**src/hdl/udec_pkg.sv**
```systemverilog
// ----------------------------------------------------------------------------
// udec_pkg
// Shared types and constants for the UTF-8 stream decoder.
// ----------------------------------------------------------------------------
package udec_pkg;

    localparam logic [15:0] REPL_RESET   = 16'h005F;
    localparam logic [7:0]  LEAD2_FIRST  = 8'hC0;
    localparam logic [7:0]  LEAD3_FIRST  = 8'hE0;
    localparam logic [7:0]  LEAD4_FIRST  = 8'hF0;
    localparam logic [7:0]  LEAD5_FIRST  = 8'hF8;
    localparam logic [7:0]  LEAD6_FIRST  = 8'hFC;
    localparam logic [7:0]  BAD_FIRST    = 8'hFE;
    localparam logic [2:0]  SKIP_LEAD4   = 3'd3;
    localparam logic [2:0]  SKIP_LEAD5   = 3'd4;
    localparam logic [2:0]  SKIP_LEAD6   = 3'd5;
    localparam int          QUEUE_DEPTH  = 4;

    typedef struct packed {
        logic [15:0] code_point;
        logic        is_repl;
        logic        str_valid;
        logic        last;
    } udec_result_t;

    // results produced by one byte, in order; count is 0, 1 or 2
    typedef struct packed {
        logic [1:0]   count;
        udec_result_t slot0;
        udec_result_t slot1;
    } udec_push_t;

endpackage

```
**src/hdl/udec_decode.sv**
```systemverilog
// ----------------------------------------------------------------------------
// udec_decode
// Sequence state and single-pass decode of one byte into up to two results.
// ----------------------------------------------------------------------------
module udec_decode (
    input  logic                  aclk,
    input  logic                  aresetn,
    input  logic                  go,
    input  logic [7:0]            data_byte,
    input  logic                  eos,
    input  logic [15:0]           repl_char,
    output udec_pkg::udec_push_t  push
);

    logic [7:0] lead_reg,   lead_next;
    logic [7:0] second_reg, second_next;
    logic [2:0] seen_reg,   seen_next;
    logic [2:0] skip_reg,   skip_next;
    logic       err_reg,    err_next;

    always_comb begin
        logic                   is_cont;
        logic                   a_v, a_rep, s_v, s_rep, f_v, do_start;
        logic [15:0]            a_cp, s_cp;
        udec_pkg::udec_result_t ca, cs, cf;
        udec_pkg::udec_push_t   p;

        is_cont     = (data_byte[7:6] == 2'b10);
        a_v         = 1'b0;
        a_rep       = 1'b0;
        a_cp        = 16'd0;
        s_v         = 1'b0;
        s_rep       = 1'b0;
        s_cp        = 16'd0;
        f_v         = 1'b0;
        do_start    = 1'b0;
        lead_next   = lead_reg;
        second_next = second_reg;
        seen_next   = seen_reg;
        skip_next   = skip_reg;

        if (seen_reg == 3'd0) begin
            do_start = 1'b1;
        end else if (!is_cont) begin
            // early break: reject pending sequence, then redo byte as a lead
            a_v       = 1'b1;
            a_rep     = 1'b1;
            seen_next = 3'd0;
            do_start  = 1'b1;
        end else if (lead_reg >= udec_pkg::LEAD4_FIRST) begin
            if (seen_reg >= skip_reg) begin
                a_v       = 1'b1;
                a_rep     = 1'b1;
                seen_next = 3'd0;
            end else begin
                seen_next = seen_reg + 3'd1;
            end
        end else if (lead_reg >= udec_pkg::LEAD3_FIRST) begin
            if (seen_reg == 3'd1) begin
                second_next = data_byte;
                seen_next   = 3'd2;
            end else begin
                a_v       = 1'b1;
                a_rep     = ((lead_reg[3:0] == 4'hD) && second_reg[5]) ||
                            ((lead_reg == udec_pkg::LEAD3_FIRST) &&
                             (second_reg[7:5] == 3'b100));
                a_cp      = {lead_reg[3:0], second_reg[5:0], data_byte[5:0]};
                seen_next = 3'd0;
            end
        end else begin
            a_v       = 1'b1;
            a_rep     = (lead_reg[7:1] == udec_pkg::LEAD2_FIRST[7:1]);
            a_cp      = {5'd0, lead_reg[4:0], data_byte[5:0]};
            seen_next = 3'd0;
        end

        if (seen_next == 3'd0) begin
            lead_next   = 8'd0;
            second_next = 8'd0;
            skip_next   = 3'd0;
        end

        if (do_start) begin
            if (!data_byte[7]) begin
                s_v  = 1'b1;
                s_cp = {8'd0, data_byte};
            end else if (data_byte < udec_pkg::LEAD2_FIRST ||
                         data_byte >= udec_pkg::BAD_FIRST) begin
                s_v   = 1'b1;
                s_rep = 1'b1;
            end else begin
                lead_next   = data_byte;
                second_next = 8'd0;
                seen_next   = 3'd1;
                if (data_byte < udec_pkg::LEAD4_FIRST) begin
                    skip_next = 3'd0;
                end else if (data_byte < udec_pkg::LEAD5_FIRST) begin
                    skip_next = udec_pkg::SKIP_LEAD4;
                end else if (data_byte < udec_pkg::LEAD6_FIRST) begin
                    skip_next = udec_pkg::SKIP_LEAD5;
                end else begin
                    skip_next = udec_pkg::SKIP_LEAD6;
                end
            end
        end

        if (eos && seen_next != 3'd0) begin
            f_v         = 1'b1;
            lead_next   = 8'd0;
            second_next = 8'd0;
            seen_next   = 3'd0;
            skip_next   = 3'd0;
        end

        ca = '{code_point: a_rep ? repl_char : a_cp, is_repl: a_rep,
               str_valid: 1'b0, last: 1'b0};
        cs = '{code_point: s_rep ? repl_char : s_cp, is_repl: s_rep,
               str_valid: 1'b0, last: 1'b0};
        cf = '{code_point: repl_char, is_repl: 1'b1, str_valid: 1'b0, last: 1'b0};

        p.count = {1'b0, a_v} + {1'b0, s_v} + {1'b0, f_v};
        p.slot0 = a_v ? ca : (s_v ? cs : cf);
        p.slot1 = (a_v && s_v) ? cs : cf;
        p.slot0.str_valid = !(err_reg || p.slot0.is_repl);
        p.slot1.str_valid = !(err_reg || p.slot0.is_repl || p.slot1.is_repl);
        p.slot0.last      = eos && (p.count == 2'd1);
        p.slot1.last      = eos && (p.count == 2'd2);

        if (eos) begin
            err_next = 1'b0;
        end else begin
            err_next = err_reg ||
                       ((p.count != 2'd0) && p.slot0.is_repl) ||
                       ((p.count == 2'd2) && p.slot1.is_repl);
        end
        push = p;
    end

    always_ff @(posedge aclk) begin
        if (!aresetn) begin
            lead_reg   <= 8'd0;
            second_reg <= 8'd0;
            seen_reg   <= 3'd0;
            skip_reg   <= 3'd0;
            err_reg    <= 1'b0;
        end else if (go) begin
            lead_reg   <= lead_next;
            second_reg <= second_next;
            seen_reg   <= seen_next;
            skip_reg   <= skip_next;
            err_reg    <= err_next;
        end
    end

endmodule

```
**src/hdl/udec_queue.sv**
```systemverilog
// ----------------------------------------------------------------------------
// udec_queue
// Result queue: takes up to two results per cycle, delivers one per cycle while out_ready is high.
// ----------------------------------------------------------------------------
module udec_queue (
    input  logic                    aclk,
    input  logic                    aresetn,
    input  logic                    push_en,
    input  udec_pkg::udec_push_t    push,
    output logic                    room,
    output logic                    out_valid,
    input  logic                    out_ready,
    output udec_pkg::udec_result_t  out_data
);

    localparam int PW = $clog2(udec_pkg::QUEUE_DEPTH);
    localparam int CW = $clog2(udec_pkg::QUEUE_DEPTH + 1);

    udec_pkg::udec_result_t entry_reg [udec_pkg::QUEUE_DEPTH];
    logic [PW-1:0] wr_ptr_reg, wr_ptr_next;
    logic [PW-1:0] rd_ptr_reg, rd_ptr_next;
    logic [CW-1:0] count_reg,  count_next;
    logic [1:0]    push_cnt;
    logic          pop;

    assign push_cnt  = push_en ? push.count : 2'd0;
    assign out_valid = (count_reg != '0);
    assign pop       = out_valid && out_ready;
    assign out_data  = entry_reg[rd_ptr_reg];
    assign room      = (count_reg <= CW'(udec_pkg::QUEUE_DEPTH - 2));

    assign wr_ptr_next = wr_ptr_reg + PW'(push_cnt);
    assign rd_ptr_next = rd_ptr_reg + PW'(pop);
    assign count_next  = count_reg + CW'(push_cnt) - CW'(pop);

    always_ff @(posedge aclk) begin
        if (push_cnt != 2'd0) begin
            entry_reg[wr_ptr_reg] <= push.slot0;
        end
        if (push_cnt == 2'd2) begin
            entry_reg[wr_ptr_reg + PW'(1)] <= push.slot1;
        end
    end

    always_ff @(posedge aclk) begin
        if (!aresetn) begin
            wr_ptr_reg <= '0;
            rd_ptr_reg <= '0;
            count_reg  <= '0;
        end else begin
            wr_ptr_reg <= wr_ptr_next;
            rd_ptr_reg <= rd_ptr_next;
            count_reg  <= count_next;
        end
    end

endmodule

```
**src/hdl/utf8_stream_decoder.sv**
```systemverilog
// Path: input register, then combinational decode into the result queue,
// which drives m_axis. Throughput: one byte per cycle while the queue has
// room; the output side moves one result per cycle while m_axis_tready is
// high, so two results from one byte are absorbed by the four-entry queue.
// Reset: aresetn synchronous, active low; clears the pending sequence, the
// sticky error flag and the queue, and sets the replacement character to '_'.
// ----------------------------------------------------------------------------
// utf8_stream_decoder
// Streaming UTF-8 to 16-bit code point decoder with replacement on errors.
// ----------------------------------------------------------------------------
module utf8_stream_decoder (
    input  logic        aclk,
    input  logic        aresetn,
    input  logic        s_axis_tvalid,
    output logic        s_axis_tready,
    input  logic [7:0]  s_axis_tdata,   // [7:0] data_byte
    input  logic        s_axis_tlast,   // end_of_string
    output logic        m_axis_tvalid,
    input  logic        m_axis_tready,
    output logic [15:0] m_axis_tdata,   // [15:0] code_point
    output logic [1:0]  m_axis_tuser,   // [0] is_replacement, [1] string_valid
    output logic        m_axis_tlast,   // last
    input  logic        cfg_we,
    input  logic [15:0] cfg_wdata
);

    logic [15:0]            repl_reg;
    logic                   in_valid_reg;
    logic [7:0]             in_byte_reg;
    logic                   in_eos_reg;
    logic                   go;
    logic                   room;
    udec_pkg::udec_push_t   push;
    udec_pkg::udec_result_t out_data;

    assign go            = in_valid_reg && room;
    assign s_axis_tready = !in_valid_reg || go;

    always_ff @(posedge aclk) begin
        if (!aresetn) begin
            repl_reg <= udec_pkg::REPL_RESET;
        end else if (cfg_we) begin
            repl_reg <= cfg_wdata;
        end
    end

    always_ff @(posedge aclk) begin
        if (!aresetn) begin
            in_valid_reg <= 1'b0;
        end else if (s_axis_tready) begin
            in_valid_reg <= s_axis_tvalid;
        end
    end

    always_ff @(posedge aclk) begin
        if (s_axis_tvalid && s_axis_tready) begin
            in_byte_reg <= s_axis_tdata;
            in_eos_reg  <= s_axis_tlast;
        end
    end

    udec_decode u_decode (
        .aclk      (aclk),
        .aresetn   (aresetn),
        .go        (go),
        .data_byte (in_byte_reg),
        .eos       (in_eos_reg),
        .repl_char (repl_reg),
        .push      (push)
    );

    udec_queue u_queue (
        .aclk      (aclk),
        .aresetn   (aresetn),
        .push_en   (go),
        .push      (push),
        .room      (room),
        .out_valid (m_axis_tvalid),
        .out_ready (m_axis_tready),
        .out_data  (out_data)
    );

    assign m_axis_tdata = out_data.code_point;
    assign m_axis_tuser = {out_data.str_valid, out_data.is_repl};
    assign m_axis_tlast = out_data.last;

endmodule

```
**config.mk**
```make
export PLATFORM = sky130hd
export DESIGN_NAME = utf8_stream_decoder
export DESIGN_NICKNAME = d
export VERILOG_FILES = /design/src/hdl/udec_pkg.sv /design/src/hdl/udec_decode.sv /design/src/hdl/udec_queue.sv /design/src/hdl/utf8_stream_decoder.sv
export SDC_FILE = /design/constraint.sdc
export NUM_CORES = 1
export LEC_CHECK = 0
export BUFFER_PORTS_ARGS = -buffer_cell sky130_fd_sc_hd__buf_2
export CORE_AREA = 2 2 109 111
export DETAILED_ROUTE_END_ITERATION = 16
export DIE_AREA = 0 0 111 113
export PLACE_DENSITY = 0.76
export SLEW_MARGIN = 20
export SYNTH_ARGS = -nofsm -noshare
export SYNTH_HDL_FRONTEND = slang
export SYNTH_SLANG_ARGS = --single-unit
```
**constraint.sdc**
```tcl
create_clock -name aclk -period 6.4 [get_ports aclk]
set_input_delay 0.96 -clock aclk [delete_from_list [all_inputs] [get_ports aclk]]
set_output_delay 0.96 -clock aclk [all_outputs]
set_load 0.02 [all_outputs]
```
==> results by group <==
Status
  – Status: finished, final reports clean

Detailed routing
  – DRC Markers: 0
  – Via count: 5102
  – Vias/cell: 6.354
  – WL per Instance: 20.88 um
  – DRT iter0 DRCs: 484
  – Final WL: 16.77 mm
  – Drt pass-1 iters: 5
  – Antenna viol nets, final: 0

Synthesis
  – Yosys warns: 0
  – EDFF count, synth: 85
  – FFs w/ async S/R, synth: 0%
  – Synth area leaders: edfxtp_1, dfxtp_1, mux4_2
  – Avg Cell Area, Syn: 11.38 um^2
  – Synthesized flop and latch total: 132
  – Post-synthesis sequential area ratio: 50.90%
  – Mapped Area: 6863 um^2
  – Unique masters post-synth: 71
  – Count leader, synth: edfxtp_1
  – Synth top cells by count: edfxtp_1, nand2_1, dfxtp_1
  – Mapped Cells: between 600 and 700
  – Syn_nets: 646
  – Synth Flop Type: edfxtp_1
  – Post-synth top area share: between 30 and 40%
  – Yosys top cell by area: edfxtp_1

Clock network
  – H-tree level count: 4
  – Post-CTS Setup Inserts: 0
  – Deepest clock path buffer count: 2
  – CTS Hold Bufs: 0
  – Clock Tree Root: clkbuf_16
  – # resized after CTS: 0
  – CTS tree: done
  – Cts bufs inserted: 17
  – Num Clock Sinks: 132
  – Worst skew pair latency: between 0.4 and 0.5 ns
  – Reg clk slew, reported paths: 0.05 ns

STA
  – RSZ-0062 raised after global routing: false
  – Hold Slack: 0.4670 ns
  – TNS Setup: 0 ns
  – Worst Max-Slew Pin Slew: 1.029 ns
  – Slew headroom: 30.85%
  – Final slew viol count: 0
  – Final hold violations: 0
  – F_max: 189.7 MHz
  – Final setup fails: 0
  – Clock Skew: 0.007629 ns
  – Period utilisation layout: 82.38%
  – Final WS setup: between 1 and 1.5 ns
  – Tmin final: 5.272 ns

Finish
  – Area growth, synth to finish: 13.95%
  – Number of flip-flops in the largest register: 76
  – Fin area: between 7000 and 8000 um^2
  – Seq. cell area: 3493 um^2
  – Finished Layout Cells: 803
  – Core Util, Final: 69.38%
  – Multi-input gate area: approximately 3100 um^2
  – Final net count: 690
  – Layout filler cell count: 808
  – Ant. Diodes: 0
  – Share of cells above drive strength 1: a little over a fifth

Floorplanning
  – Starting density of the core: 60.88%
  – Num ports: 51
  – Core Box Area: about 11000 um^2
  – Die ar.: ~13000 um^2
  – # rows: 39
  – Die Wd: 111 um
  – Die height: between 100 and 150 um

Placed design
  – DP Area: 7204 um^2
  – Placed cell count: 771
  – Post-DP HPWL: 11.34 mm
  – Number of port buffers: 50
  – Setup WS pre-CTS: 1.199 ns
  – Routability cong.: 0.9330

Pwr
  – Cell Pwr Density: 331.0 nW/um^2
  – Leakage: ~2.9 nW
  – Total power: about 2.6 mW
  – Worst VDD drop: 0.3303 mV

GRT
  – First-pass GRT wire length: between 20 and 30 mm
  – GRT Resource Usage Total: 28.25%
  – Initial antenna violation count: 0
  – Largest net degree at the start of global routing: 41
  – Vias in the first global route: 5050
  – GRT overflow: 0

Critical path
  – Critical path required time: 6.57 ns
  – Worst R2R Setup Slack: 1.13 ns
  – Worst Reg-to-Reg Cells: 13
  – Crit Reg-Reg Endpoint: u_queue.entry_reg[0][6]$_DFFE_PP_
  – Max FO, Critical Path: 16
  – Endpoint type of the worst setup path: register
  – Critical Path Source Type: register
  – Reg2reg start: u_decode.seen_reg[0]$_SDFFE_PN0P_
  – WP data arrival: 5.44 ns
  – Critical path class: reg2reg

Job
  – Max-cap violations: 0

Worst hold path
  – Hold Crit Endpoint: u_decode.skip_reg[1]$_SDFFE_PN0P_
  – Hold Path Class: reg2reg
  – Worst hold start: u_decode.skip_reg[1]$_SDFFE_PN0P_
  – Worst hold path depth: 1
==> cells in the final DEF (no fill, tap or decap), types with 17 or more instances in the layout <==
cell type,instances
nand2_1,73
buf_2,50
mux4_2,19
o21ai_0,37
clkbuf_16,17
inv_1,23
nor2_1,28
nor2b_1,17
dfxtp_1,47
mux2i_1,24
edfxtp_1,85
==> power by group <==
part           internal [mW]  switching, mW  total [mW]
Combinational          0.237          0.304       0.542
Clock                  0.651          0.366        1.02
Sequential             0.973         0.0573        1.03
==> how the worst max path moves through the flow <==
| stage | start | to | slack (ns) | depth (start not counted) |
|---|---|---|---|---|
| detailed placement | u_decode.seen_reg[0]$_SDFFE_PN0P_ | u_queue.entry_reg[0][6]$_DFFE_PP_ | 1.20 | 13 |
| global route | in_byte_reg[7]$_DFFE_PP_ | u_queue.entry_reg[0][6]$_DFFE_PP_ | 0.75 | 11 |
| finish | u_decode.seen_reg[0]$_SDFFE_PN0P_ | u_queue.entry_reg[0][6]$_DFFE_PP_ | 1.13 | 13 |
| global placement | u_decode.seen_reg[0]$_SDFFE_PN0P_ | u_queue.entry_reg[0][7]$_DFFE_PP_ | 1.37 | 13 |
| CTS | u_decode.seen_reg[0]$_SDFFE_PN0P_ | u_queue.entry_reg[0][6]$_DFFE_PP_ | 1.15 | 13 |
| floorplan | u_decode.seen_reg[0]$_SDFFE_PN0P_ | u_queue.entry_reg[1][3]$_DFFE_PP_ | 2.06 | 15 |
==> critical path, stage by stage, from the launching register on <==
cell and delay, ns:
dfxtp_1 0.43, inv_1 0.12, ha_1 0.27, nand2b_1 0.16
a31o_2 0.28, or4_4 0.49, and3_4 0.21, a21boi_0 0.28
fa_1 0.57, nor2b_1 0.32, nand4_1 0.33, nand4_1 0.56
a21boi_4 0.58, mux2_2 0.41
==> layout make-up <==
class                      count  area share, %
clock buffer                  19          5.536
clock inverter                13          2.336
inverter                      24          1.152
multi-input combinational    413          39.95
sequential                   132          44.67
tap                          143          2.288
timing repair buffer          59          4.064
==> logic make-up after synthesis <==
logic type	share of synthesized area [%]
adder cells (fa/ha/maj)	2.589
buffers and inverters	3.683
AO/OA/AOI/OAI	15.57
XOR/XNOR	1.787
flip-flops	50.90
multiplexers	11.87
AND/OR/NAND/NOR	13.60
==> metal layers <==
layer	GRT usage, %	wire length (um)	vias up
li1	-	-	2342
met1	37.81	6996	2496
met2	45.89	8060	234
met3	7.124	1375	30
met4	9.000	334	0
met5	0	0	-
No activity file was read; power rests on OpenSTA's default activity.
